==> src/rtl/core/polycen_pkg.sv <==
// Shared types and constants for the polygon centroid core.
`timescale 1ns / 1ps

package polycen_pkg;

    // Largest number of vertices that a polygon may have
    localparam int MAX_POINTS = 256;

    // Vertex count saturates at MAX_POINTS + 1
    localparam int CNT_W = $clog2(MAX_POINTS + 2);

    localparam int COORD_W = 16;
    localparam int AREA_W  = 42;
    localparam int WSUM_W  = 58;
    localparam int OUT_W   = 24;
    localparam int FRAC_W  = 8;

    // Multiplier operands: coordinate sum by cross product
    localparam int MUL_A_W = COORD_W + 1;
    localparam int CROSS_W = 2 * COORD_W + 1;
    localparam int MUL_P_W = MUL_A_W + CROSS_W;

    // Divider: divisor is 3 * |area|, quotient keeps 24 integer + 8 fraction bits
    localparam int DIV_W   = AREA_W + 2;
    localparam int QUO_W   = OUT_W + FRAC_W;
    localparam int ITER_W  = $clog2(QUO_W);

    localparam logic [OUT_W-1:0] OUT_MAX = {1'b0, {(OUT_W-1){1'b1}}};
    localparam logic [OUT_W-1:0] OUT_MIN = {1'b1, {(OUT_W-1){1'b0}}};

    typedef enum logic [2:0] {
        ST_CENTROID = 3'd0,
        ST_SINGLE   = 3'd1,
        ST_MIDPOINT = 3'd2,
        ST_BOX      = 3'd3,
        ST_TOO_MANY = 3'd4,
        ST_SAT      = 3'd5
    } status_t;

    typedef enum logic [3:0] {
        S_IDLE,
        S_M0,
        S_M1,
        S_M2,
        S_M3,
        S_M4,
        S_M5,
        S_POST,
        S_AREA,
        S_DSET,
        S_DLOAD,
        S_DCHK,
        S_DIV,
        S_DRND,
        S_EMIT
    } state_t;

endpackage

==> src/rtl/core/polygon_centroid_core.sv <==
// Polygon centroid core: shoelace accumulation with a shared multiplier and divider.
`timescale 1ns / 1ps

// Vertices come in one transfer at a time, in order, with last_point set on the final
// one. The core keeps the shoelace twice-area, the area-weighted coordinate sums and a
// bounding box, and on the last vertex closes the polygon back to the first vertex and
// returns one center in signed fixed point with 8 fraction bits plus a status code:
// the point itself for one vertex, the midpoint for two, sum / (3 * twice-area) rounded
// half away from zero for three or more, the box center when the area is zero, zeros
// with "too many points" beyond MAX_POINTS vertices, and clamped values with the
// saturated code when a coordinate leaves the 24-bit range. One signed 17 x 33
// multiplier is stepped by the sequencer through the four products of each edge, so a
// vertex with an edge holds point_stall through states S_M0 to S_M5 after its transfer;
// the first vertex of a polygon needs no edge. A last vertex of a polygon of three to
// MAX_POINTS vertices runs its own edge, the closing edge, and, for a nonzero area, a
// restoring divider that produces one quotient bit per cycle, 32 bits per coordinate.
// A finished result sits in the output register while the next polygon streams in;
// only a second result waits for the first to be taken.
module polygon_centroid_core
    import polycen_pkg::*;
(
    input  logic                    clk,
    input  logic                    rst_n,

    input  logic                    point_valid,
    output logic                    point_stall,
    input  logic signed [15:0]      point_x,
    input  logic signed [15:0]      point_y,
    input  logic                    last_point,

    output logic                    center_valid,
    input  logic                    center_stall,
    output logic [23:0]             center_x,
    output logic [23:0]             center_y,
    output logic [2:0]              status
);

    // Sequencer
    state_t state_reg, state_next;

    // Polygon state
    logic [CNT_W-1:0]           cnt_reg, cnt_next;
    logic signed [COORD_W-1:0]  first_x_reg, first_x_next;
    logic signed [COORD_W-1:0]  first_y_reg, first_y_next;
    logic signed [COORD_W-1:0]  prev_x_reg, prev_x_next;
    logic signed [COORD_W-1:0]  prev_y_reg, prev_y_next;
    logic signed [COORD_W-1:0]  min_x_reg, min_x_next;
    logic signed [COORD_W-1:0]  max_x_reg, max_x_next;
    logic signed [COORD_W-1:0]  min_y_reg, min_y_next;
    logic signed [COORD_W-1:0]  max_y_reg, max_y_next;
    logic signed [AREA_W-1:0]   area_reg, area_next;
    logic signed [WSUM_W-1:0]   wsx_reg, wsx_next;
    logic signed [WSUM_W-1:0]   wsy_reg, wsy_next;
    logic                       last_reg, last_next;
    logic                       closing_reg, closing_next;

    // Edge operands and products
    logic signed [COORD_W-1:0]  ax_reg, ax_next;
    logic signed [COORD_W-1:0]  ay_reg, ay_next;
    logic signed [COORD_W-1:0]  bx_reg, bx_next;
    logic signed [COORD_W-1:0]  by_reg, by_next;
    logic signed [2*COORD_W-1:0] t0_reg, t0_next;
    logic signed [CROSS_W-1:0]  cross_reg, cross_next;
    logic signed [MUL_P_W-1:0]  prod_reg;
    logic signed [MUL_A_W-1:0]  mul_a;
    logic signed [CROSS_W-1:0]  mul_b;
    logic signed [MUL_P_W-1:0]  mul_p;

    // Divider
    logic                       aneg_reg, aneg_next;
    logic [AREA_W-1:0]          amag_reg, amag_next;
    logic [DIV_W-1:0]           d_reg, d_next;
    logic                       sel_reg, sel_next;
    logic                       sat_reg, sat_next;
    logic                       sneg_reg, sneg_next;
    logic [WSUM_W-1:0]          smag_reg, smag_next;
    logic [DIV_W-1:0]           rem_reg, rem_next;
    logic [QUO_W-1:0]           quo_reg, quo_next;
    logic [ITER_W-1:0]          iter_reg, iter_next;

    // Result staging and output register
    logic [OUT_W-1:0]           rx_reg, rx_next;
    logic [OUT_W-1:0]           ry_reg, ry_next;
    status_t                    rstat_reg, rstat_next;
    logic                       out_valid_reg, out_valid_next;
    logic [OUT_W-1:0]           out_x_reg, out_x_next;
    logic [OUT_W-1:0]           out_y_reg, out_y_next;
    status_t                    out_stat_reg, out_stat_next;

    // Combinational helpers
    logic                       edge_needed;
    logic signed [COORD_W:0]    sum_x, sum_y;
    logic [WSUM_W-1:0]          s_sel;
    logic                       coord_neg;
    logic                       over;
    logic [DIV_W:0]             trial;
    logic                       trial_ge;
    logic                       rnd_inc;
    logic [QUO_W:0]             mag;
    logic [OUT_W-1:0]           coord;
    logic                       coord_sat;

    assign mul_p = mul_a * mul_b;

    assign point_stall  = (state_reg != S_IDLE);
    assign center_valid = out_valid_reg;
    assign center_x     = out_x_reg;
    assign center_y     = out_y_reg;
    assign status       = out_stat_reg;

    always_ff @(posedge clk or negedge rst_n)
    begin
        if (!rst_n)
        begin
            state_reg     <= S_IDLE;
            cnt_reg       <= '0;
            first_x_reg   <= '0;
            first_y_reg   <= '0;
            prev_x_reg    <= '0;
            prev_y_reg    <= '0;
            min_x_reg     <= '0;
            max_x_reg     <= '0;
            min_y_reg     <= '0;
            max_y_reg     <= '0;
            area_reg      <= '0;
            wsx_reg       <= '0;
            wsy_reg       <= '0;
            last_reg      <= 1'b0;
            closing_reg   <= 1'b0;
            out_valid_reg <= 1'b0;
        end
        else
        begin
            state_reg     <= state_next;
            cnt_reg       <= cnt_next;
            first_x_reg   <= first_x_next;
            first_y_reg   <= first_y_next;
            prev_x_reg    <= prev_x_next;
            prev_y_reg    <= prev_y_next;
            min_x_reg     <= min_x_next;
            max_x_reg     <= max_x_next;
            min_y_reg     <= min_y_next;
            max_y_reg     <= max_y_next;
            area_reg      <= area_next;
            wsx_reg       <= wsx_next;
            wsy_reg       <= wsy_next;
            last_reg      <= last_next;
            closing_reg   <= closing_next;
            out_valid_reg <= out_valid_next;
        end
    end

    always_ff @(posedge clk)
    begin
        ax_reg       <= ax_next;
        ay_reg       <= ay_next;
        bx_reg       <= bx_next;
        by_reg       <= by_next;
        t0_reg       <= t0_next;
        cross_reg    <= cross_next;
        prod_reg     <= mul_p;
        aneg_reg     <= aneg_next;
        amag_reg     <= amag_next;
        d_reg        <= d_next;
        sel_reg      <= sel_next;
        sat_reg      <= sat_next;
        sneg_reg     <= sneg_next;
        smag_reg     <= smag_next;
        rem_reg      <= rem_next;
        quo_reg      <= quo_next;
        iter_reg     <= iter_next;
        rx_reg       <= rx_next;
        ry_reg       <= ry_next;
        rstat_reg    <= rstat_next;
        out_x_reg    <= out_x_next;
        out_y_reg    <= out_y_next;
        out_stat_reg <= out_stat_next;
    end

    always_comb
    begin
        state_next     = state_reg;
        cnt_next       = cnt_reg;
        first_x_next   = first_x_reg;
        first_y_next   = first_y_reg;
        prev_x_next    = prev_x_reg;
        prev_y_next    = prev_y_reg;
        min_x_next     = min_x_reg;
        max_x_next     = max_x_reg;
        min_y_next     = min_y_reg;
        max_y_next     = max_y_reg;
        area_next      = area_reg;
        wsx_next       = wsx_reg;
        wsy_next       = wsy_reg;
        last_next      = last_reg;
        closing_next   = closing_reg;
        ax_next        = ax_reg;
        ay_next        = ay_reg;
        bx_next        = bx_reg;
        by_next        = by_reg;
        t0_next        = t0_reg;
        cross_next     = cross_reg;
        aneg_next      = aneg_reg;
        amag_next      = amag_reg;
        d_next         = d_reg;
        sel_next       = sel_reg;
        sat_next       = sat_reg;
        sneg_next      = sneg_reg;
        smag_next      = smag_reg;
        rem_next       = rem_reg;
        quo_next       = quo_reg;
        iter_next      = iter_reg;
        rx_next        = rx_reg;
        ry_next        = ry_reg;
        rstat_next     = rstat_reg;
        out_x_next     = out_x_reg;
        out_y_next     = out_y_reg;
        out_stat_next  = out_stat_reg;
        out_valid_next = out_valid_reg && center_stall;

        mul_a       = '0;
        mul_b       = '0;
        edge_needed = (cnt_reg != '0) && (cnt_reg < CNT_W'(MAX_POINTS));
        sum_x       = (COORD_W+1)'(ax_reg) + (COORD_W+1)'(bx_reg);
        sum_y       = (COORD_W+1)'(ay_reg) + (COORD_W+1)'(by_reg);
        s_sel       = sel_reg ? wsy_reg : wsx_reg;
        coord_neg   = sneg_reg ^ aneg_reg;
        over        = {{(DIV_W+QUO_W-WSUM_W-FRAC_W){1'b0}}, smag_reg, {FRAC_W{1'b0}}}
                      >= {d_reg, {QUO_W{1'b0}}};
        trial       = {rem_reg, quo_reg[QUO_W-1]};
        trial_ge    = trial >= {1'b0, d_reg};
        rnd_inc     = {rem_reg, 1'b0} >= {1'b0, d_reg};
        mag         = {1'b0, quo_reg} + {{QUO_W{1'b0}}, rnd_inc};
        coord       = '0;
        coord_sat   = 1'b0;

        unique case (state_reg)
            S_IDLE:
            begin
                if (point_valid)
                begin
                    // edge operands take the previous vertex before it moves
                    ax_next      = prev_x_reg;
                    ay_next      = prev_y_reg;
                    bx_next      = point_x;
                    by_next      = point_y;
                    last_next    = last_point;
                    closing_next = 1'b0;
                    if (cnt_reg == '0)
                    begin
                        first_x_next = point_x;
                        first_y_next = point_y;
                        min_x_next   = point_x;
                        max_x_next   = point_x;
                        min_y_next   = point_y;
                        max_y_next   = point_y;
                    end
                    else if (edge_needed)
                    begin
                        if (point_x < min_x_reg) min_x_next = point_x;
                        if (point_x > max_x_reg) max_x_next = point_x;
                        if (point_y < min_y_reg) min_y_next = point_y;
                        if (point_y > max_y_reg) max_y_next = point_y;
                    end
                    if (cnt_reg < CNT_W'(MAX_POINTS))
                    begin
                        prev_x_next = point_x;
                        prev_y_next = point_y;
                    end
                    if (cnt_reg <= CNT_W'(MAX_POINTS))
                        cnt_next = cnt_reg + 1'b1;
                    if (edge_needed)
                        state_next = S_M0;
                    else if (last_point)
                        state_next = S_POST;
                end
            end

            // cross = ax*by - ay*bx, then both weighted products
            S_M0:
            begin
                mul_a      = MUL_A_W'(ax_reg);
                mul_b      = CROSS_W'(by_reg);
                state_next = S_M1;
            end

            S_M1:
            begin
                mul_a      = MUL_A_W'(ay_reg);
                mul_b      = CROSS_W'(bx_reg);
                t0_next    = prod_reg[2*COORD_W-1:0];
                state_next = S_M2;
            end

            S_M2:
            begin
                cross_next = CROSS_W'(t0_reg) - CROSS_W'($signed(prod_reg[2*COORD_W-1:0]));
                state_next = S_M3;
            end

            S_M3:
            begin
                mul_a      = sum_x;
                mul_b      = cross_reg;
                area_next  = area_reg + AREA_W'(cross_reg);
                state_next = S_M4;
            end

            S_M4:
            begin
                mul_a      = sum_y;
                mul_b      = cross_reg;
                wsx_next   = wsx_reg + WSUM_W'(prod_reg);
                state_next = S_M5;
            end

            S_M5:
            begin
                wsy_next = wsy_reg + WSUM_W'(prod_reg);
                if (closing_reg)
                    state_next = S_AREA;
                else if (last_reg)
                    state_next = S_POST;
                else
                    state_next = S_IDLE;
            end

            S_POST:
            begin
                if (cnt_reg > CNT_W'(MAX_POINTS))
                begin
                    rx_next    = '0;
                    ry_next    = '0;
                    rstat_next = ST_TOO_MANY;
                    state_next = S_EMIT;
                end
                else if (cnt_reg == CNT_W'(1))
                begin
                    rx_next    = {first_x_reg, {FRAC_W{1'b0}}};
                    ry_next    = {first_y_reg, {FRAC_W{1'b0}}};
                    rstat_next = ST_SINGLE;
                    state_next = S_EMIT;
                end
                else if (cnt_reg == CNT_W'(2))
                begin
                    rx_next    = {(COORD_W+1)'(first_x_reg) + (COORD_W+1)'(prev_x_reg),
                                  {(FRAC_W-1){1'b0}}};
                    ry_next    = {(COORD_W+1)'(first_y_reg) + (COORD_W+1)'(prev_y_reg),
                                  {(FRAC_W-1){1'b0}}};
                    rstat_next = ST_MIDPOINT;
                    state_next = S_EMIT;
                end
                else
                begin
                    // closing edge: last vertex back to the first
                    ax_next      = prev_x_reg;
                    ay_next      = prev_y_reg;
                    bx_next      = first_x_reg;
                    by_next      = first_y_reg;
                    closing_next = 1'b1;
                    state_next   = S_M0;
                end
            end

            S_AREA:
            begin
                aneg_next = area_reg[AREA_W-1];
                amag_next = area_reg[AREA_W-1] ? (~area_reg + 1'b1) : area_reg;
                if (area_reg == '0)
                begin
                    rx_next    = {(COORD_W+1)'(min_x_reg) + (COORD_W+1)'(max_x_reg),
                                  {(FRAC_W-1){1'b0}}};
                    ry_next    = {(COORD_W+1)'(min_y_reg) + (COORD_W+1)'(max_y_reg),
                                  {(FRAC_W-1){1'b0}}};
                    rstat_next = ST_BOX;
                    state_next = S_EMIT;
                end
                else
                    state_next = S_DSET;
            end

            S_DSET:
            begin
                d_next     = {2'b00, amag_reg} + {1'b0, amag_reg, 1'b0};
                sel_next   = 1'b0;
                sat_next   = 1'b0;
                state_next = S_DLOAD;
            end

            S_DLOAD:
            begin
                sneg_next  = s_sel[WSUM_W-1];
                smag_next  = s_sel[WSUM_W-1] ? (~s_sel + 1'b1) : s_sel;
                state_next = S_DCHK;
            end

            S_DCHK:
            begin
                if (over)
                begin
                    // integer part alone already past 24 bits
                    coord     = coord_neg ? OUT_MIN : OUT_MAX;
                    coord_sat = 1'b1;
                    if (sel_reg)
                        ry_next = coord;
                    else
                        rx_next = coord;
                    sat_next = 1'b1;
                    if (sel_reg)
                    begin
                        rstat_next = ST_SAT;
                        state_next = S_EMIT;
                    end
                    else
                    begin
                        sel_next   = 1'b1;
                        state_next = S_DLOAD;
                    end
                end
                else
                begin
                    rem_next   = DIV_W'(smag_reg[WSUM_W-1:QUO_W-FRAC_W]);
                    quo_next   = {smag_reg[QUO_W-FRAC_W-1:0], {FRAC_W{1'b0}}};
                    iter_next  = ITER_W'(QUO_W - 1);
                    state_next = S_DIV;
                end
            end

            S_DIV:
            begin
                // one restoring step: dividend bits shift out of quo as quotient bits enter
                if (trial_ge)
                    rem_next = DIV_W'(trial - {1'b0, d_reg});
                else
                    rem_next = trial[DIV_W-1:0];
                quo_next  = {quo_reg[QUO_W-2:0], trial_ge};
                iter_next = iter_reg - 1'b1;
                if (iter_reg == '0)
                    state_next = S_DRND;
            end

            S_DRND:
            begin
                // half away from zero: magnitude rounds up when 2*rem >= d
                if (coord_neg)
                begin
                    if (mag > {{(QUO_W+1-OUT_W){1'b0}}, OUT_MIN})
                    begin
                        coord     = OUT_MIN;
                        coord_sat = 1'b1;
                    end
                    else
                        coord = ~mag[OUT_W-1:0] + 1'b1;
                end
                else
                begin
                    if (mag > {{(QUO_W+1-OUT_W){1'b0}}, OUT_MAX})
                    begin
                        coord     = OUT_MAX;
                        coord_sat = 1'b1;
                    end
                    else
                        coord = mag[OUT_W-1:0];
                end
                if (sel_reg)
                    ry_next = coord;
                else
                    rx_next = coord;
                sat_next = sat_reg | coord_sat;
                if (sel_reg)
                begin
                    rstat_next = (sat_reg | coord_sat) ? ST_SAT : ST_CENTROID;
                    state_next = S_EMIT;
                end
                else
                begin
                    sel_next   = 1'b1;
                    state_next = S_DLOAD;
                end
            end

            S_EMIT:
            begin
                // wait for the output register, then start a fresh polygon
                if (!out_valid_reg || !center_stall)
                begin
                    out_x_next     = rx_reg;
                    out_y_next     = ry_reg;
                    out_stat_next  = rstat_reg;
                    out_valid_next = 1'b1;
                    cnt_next       = '0;
                    area_next      = '0;
                    wsx_next       = '0;
                    wsy_next       = '0;
                    state_next     = S_IDLE;
                end
            end

            default:
            begin
                state_next = S_IDLE;
            end
        endcase
    end

    // Vertex count never runs past its saturation point
    a_cnt_bound: assert property (@(posedge clk) disable iff (!rst_n)
        cnt_reg <= CNT_W'(MAX_POINTS + 1))
        else $error("vertex count past saturation");

    // A non-final vertex never produces a result in the next cycle
    a_no_early_result: assert property (@(posedge clk) disable iff (!rst_n)
        point_valid && !point_stall && !last_point |=> !$rose(center_valid))
        else $error("result raised by a non-final vertex");

    // Too many points reports a zero center
    a_too_many_zero: assert property (@(posedge clk) disable iff (!rst_n)
        center_valid && (status == ST_TOO_MANY) |-> (center_x == '0) && (center_y == '0))
        else $error("too-many-points result with nonzero center");

    // A saturated result has at least one coordinate at a range limit
    a_sat_clamped: assert property (@(posedge clk) disable iff (!rst_n)
        center_valid && (status == ST_SAT) |->
            (center_x == OUT_MAX) || (center_x == OUT_MIN) ||
            (center_y == OUT_MAX) || (center_y == OUT_MIN))
        else $error("saturated status without a clamped coordinate");

endmodule

==> config.mk <==
export PLATFORM = sky130hd
export DESIGN_NAME = polygon_centroid_core
export DESIGN_NICKNAME = d
export VERILOG_FILES = /design/src/rtl/core/polycen_pkg.sv /design/src/rtl/core/polygon_centroid_core.sv
export SDC_FILE = /design/constraint.sdc
export NUM_CORES = 2
export LEC_CHECK = 0
export BUFFER_PORTS_ARGS = -buffer_cell sky130_fd_sc_hd__buf_2
export CAP_MARGIN = 30
export CORE_MARGIN = 2
export CORE_UTILIZATION = 31
export DETAILED_ROUTE_END_ITERATION = 8
export GPL_ROUTABILITY_DRIVEN = 0
export PLACE_DENSITY = 0.55
export SLEW_MARGIN = 0
export SYNTH_ARGS = -nofsm -noshare
export SYNTH_HDL_FRONTEND = slang
export SYNTH_SLANG_ARGS = --single-unit
==> constraint.sdc <==
create_clock -name clk -period 12 [get_ports clk]
set_clock_uncertainty 0.2 [all_clocks]
set_input_delay 1.8 -clock clk [delete_from_list [all_inputs] [get_ports clk]]
set_output_delay 1.8 -clock clk [all_outputs]
set_load 0.005 [all_outputs]
[After elaboration in Yosys (flattened, before gate mapping)]
Index checks and enable logic that the tools add are counted.
Widths: inputs -> output; s select.
Cells by class
  $add $sub $neg: 18
  multiply operators: 1
  div/mod/pow operators: 0
  order comparisons: 12
  equal/unequal tests: 32
  shifts and indexed selects: 0
  muxes and demuxes: 110
  bitwise gates (word level): 5
  reduce and logical (&&, ||, !) cells: 43
Operator list (count)
  $mux 16: 28
  $mux 24: 18
  $pmux 58 s2: 2
  $pmux 24 s4: 2
  $pmux 16 s2: 4
  $add 58x50->58: 2
  $mux 58: 2
  $add 16x16->17: 6
  $pmux 33 s3: 1
  $ge 45x44->1: 2
  $mux 44: 2
  $pmux 44 s2: 1
  $pmux 42 s2: 1
  $ge 66x76->1: 1
  $pmux 17 s4: 1
  $pmux 32 s2: 1
  $pmux 4 s15: 1
  $add 58x1->58 const B: 1
  $not 58->58: 1
  $mux 57: 1
  $mul 17x33->50: 1
  $add 42x43->44: 1
  $sub 44x44->44: 1
  $add 42x1->42 const B: 1
  other kinds (56): 139
Word-level totals
  register bits after elaboration: 812
  bits in latches: 0
  bits in writable memories: 0
  bits in read-only memories: 0
  bits of input ports: 37
  output and inout port bits: 53
  logic and storage cells: 262
  memories: 0

[Depth between registers and ports, before layout]
  depth in word-level cells: 10
  depth in mapped cells: 38
  mapped depth without buffers: 37

[Worst setup path before layout]
OpenSTA, ideal clock, no wires.
  path kind: register to register
  start point: register ay_reg[0]
  end point: register prod_reg[35]
  arrival time: 9.227 ns
  required time: 11.728 ns
  slack: 2.501 ns
  cell stages (with the launch flop): 36
  path buffers: 2
  clock period less this slack: 9.499 ns
  cell sequence: edfxtp_1 -> ha_1 -> fa_1 -> a21o_1 -> a21oi_1 -> o21bai_1 -> a21oi_1 -> o21ai_0 -> a21oi_1 -> o21ai_0 -> o41ai_1 -> o2111ai_1 -> nor2_1 -> clkbuf_1 -> buf_1 -> nor2_1 -> fa_1 -> fa_1 -> fa_1 -> fa_1 -> fa_1 -> inv_1 -> fa_1 -> inv_1 -> ha_1 -> and3_1 -> and3_1 -> and3_1 -> a32o_1 -> a211oi_1 -> o31a_1 -> o21ai_0 -> a2111oi_0 -> o21bai_1 -> a21oi_1 -> xnor2_1
Between the ends
  longest elaborated chain between the ends: 3
RTL lines
  start: declaration: RTL line polygon_centroid_core.sv:59  | logic signed [COORD_W-1:0] ay_reg, ay_next;
  start signal: assignment: RTL line polygon_centroid_core.sv:156  | ay_reg <= ay_next;
  $add 16x16->17: RTL line polygon_centroid_core.sv:225  | sum_y = (COORD_W+1)'(ay_reg) + (COORD_W+1)'(by_reg);
  $pmux 17 s4 *: RTL line polygon_centroid_core.sv:237  | unique case (state_reg)
  $mul 17x33->50 *: RTL line polygon_centroid_core.sv:103  | assign mul_p = mul_a * mul_b;
  net mul_p[35]: RTL line polygon_centroid_core.sv:67  | logic signed [MUL_P_W-1:0] mul_p;
  end signal: assignment: RTL line polygon_centroid_core.sv:161  | prod_reg <= mul_p;
  end: declaration: RTL line polygon_centroid_core.sv:64  | logic signed [MUL_P_W-1:0] prod_reg;
The timed path passes the listed nets; every way through them passes the cells marked *.
A chain may end at the register's enable or synchronous reset.

[Worst setup path in the final report]
  start point: register ay_reg[0]
  end point: register prod_reg[49]
Same word-level chain as after synthesis.

==> results.yml <==
global_routing:
  grt_overflow: 0
  gr-usage-all-layers: 0.1832
  grt_start_max_net_pins: 103
  grt_pass1_vias: 58300
  antenna_found_initial: 4
  grt_pass1_wl_um: 348300
clocking:
  cts_tree: "done"
  numCtsBuffers: 94
  clock-root-buffer: "clkbuf_16"
  clkTransAtPathRegs_ns: 0.06
  clock_path_buffers: 3
  h-tree-depth: 3
  cts_setup_buffers: 0
  hold_buffers: 0
  cts_resized: 0
  clk_latency_ns: 0.74
  cts_sinks: 812
final_layout:
  layout.nets: 9150
  fillCellCount: 24210
  synthToLayoutAreaGrowth_pct: 10.25
  drive_gt1_frac: 0.06520
floorplan:
  die_x_um: 491.3
  ios: 90
  coreArea_um2: 235600
  dieArea_um2: 241400
  rows: 178
  fp.dieH_um: 491.3
  initial_utilization: 0.3124
synthesis:
  synth-seq-cells: 812
  synth_cell_types: 92
  netlist_area_um2: 73620
  syn-num-nets: 9180
  synth_top_area_cell: "edfxtp_1"
  synth_top_area_frac: 0.1876
  synth_common_cells: "1,008 x nand2_1, 856 x inv_1, 593 x ha_1, 583 x nor2_1, 549 x fa_1"
  synthTopCellsByArea: "edfxtp_1 19%, fa_1 15%, dfrtp_1 10%, ha_1 10%, nand2_1 5.1%"
  synth_warnings: 0
  synth_most_common_cell: "nand2_1"
  synth_edf_count: 460
  synth-main-ff-cell: "edfxtp_1"
  avgSynthCellArea_um2: 9.201
  synthCells: 8001
  ys_seq_area_frac: 0.3039
  synth_async_sr_flop_share: 0.3719
detailed_routing:
  drtAntennaViolNets: 0
  initialDrtViolationCount: 4979
  via_per_inst: 5.231
  wl_per_cell_um: 20.03
  dr.pass1.iters: 8
  via_count: 58600
  drt_wl_total_um: 224400
  drc_errors: 0
worst_setup_path:
  path_max_fanout: 23
  r2r_end: "prod_reg[49]"
  cp-startpoint: "ay_reg[0]"
  cp_data_arrival_time_ns: 11.50
  worstRegToRegCells: 33
  cp-end-kind: "flop"
  critPathSlowestCell: "o311ai_0"
  critPathLaunchType: "flop"
  crit_path_frequent_cell: "fa_1"
  worstPathRequired_ns: 12.38
  critPathKind: "flop to flop"
  r2r-start: "ay_reg[0]"
  worst_path_largest_cell_delay_ns: 0.73
  rrSetupSlack_ns: 0.89
  critPathCapture: "prod_reg[49]"
sta:
  fin_crit_ns: 11.11
  tightest_slew_ns: 1.056
  max_slew_margin: 0.2912
  finalHoldViolCount: 0
  fmax_ghz: 0.08998
  period_share: 0.9261
  setup_viol: 0
  drv_slew: 0
  rsz0062_at_grt: "no"
  tns_ns: 0
status:
  status: "finished clean"
place:
  hpwl_um: 176600
  io_buffers: 89
hold_path:
  hold_class: "flop to flop"
job:
  maxCapViolations: 0
-- worst min-delay path by stage --
stage                 startpoint      endpoint  cells after the start
finish              rstat_reg[2]     status[2]                      0
global route           ry_reg[4]   center_y[4]                      0
CTS                    ry_reg[4]   center_y[4]                      0
detailed placement    ry_reg[17]  center_y[17]                      0
global placement       ry_reg[7]   center_y[7]                      0
floorplan              rx_reg[0]   center_x[0]                      0
-- logic make-up after synthesis --
kind of cell,count (synthesis),share of synthesized area
AO/OA/AOI/OAI,1794,0.1544
multiplexers,149,0.02175
XOR/XNOR,492,0.05853
adder cells (fa/ha/maj),1142,0.2501
AND/OR/NAND/NOR,2446,0.1514
buffers and inverters,1166,0.05993
flip-flops,812,0.3039
-- stage by stage --
step                area (um^2)  utilization  hold slack (ns)  setup WS, ns  cells
floorplan                 73620            -           0.2003         2.501   8001
global placement          77700       0.3298           0.2031         1.063  11020
detailed placement        77740       0.3299           0.2056        0.9357  11020
CTS                       81120       0.3443           0.2155        0.8624  11200
global route              81170       0.3445           0.2231        0.1140  11200
finish                    81170       0.3445           0.2179        0.8870  11200
-- layer usage --
layer  track usage  wire length [um]  up-vias
met1        0.2608            103300    28940
li1              -                 -    27520
met5             0                20        -
met2        0.2867             99230     1847
met3       0.02868             15240      296
met4       0.05055              6645        2
-- cells in the final DEF, fill, tap and decap left out, drive strengths merged, types with 23 or more instances in the layout --
cell    netlist  layout
nand2      1009    1009
inv         856     862
ha          593     593
nor2        585     585
fa          549     549
o21ai       500     500
edfxtp      460     460
a21oi       442     442
xnor2       317     317
dfrtp       302     302
a21o        256     256
nand3       199     199
buf          35     179
xor2        175     175
nor3        115     115
clkbuf      273     111
nand2b       92      92
mux2         88      88
nand4        71      71
nor2b        67      67
o21a         62      62
and3         61      61
mux2i        61      61
a31oi        57      57
o21bai       54      54
and2         53      53
or3          51      51
dfxtp        50      50
o31ai        49      49
a211oi       48      48
o211ai       39      39
nor4         38      38
clkinv        2      38
a22oi        35      35
or2          33      33
o221ai       23      23
-- critical path: cells and delay by family (launching register included) --
family          cells  cell delay (ns)
fa+ha+maj           9             4.18
buf+inv             4             0.53
flops               1             0.42
mux                 1             0.24
compound gates     12             4.01
simple gates        7             1.35
-- area by class of cell --
cell class              instances  area, um^2  share of cell area
clock inverters                69       962.2             0.01185
multi-input cells            6023       47080              0.5801
diodes                          1       2.502          0.00003083
repair buffers                182        1174             0.01446
clock buffers                 108        2415             0.02975
inverters                     858        3221             0.03968
flip-flops and latches        812       22370              0.2756
well taps                    3150        3941             0.04856
Power is not shown: default switching activity piles up to over one toggle a cycle in this logic, so the estimate is an artifact.
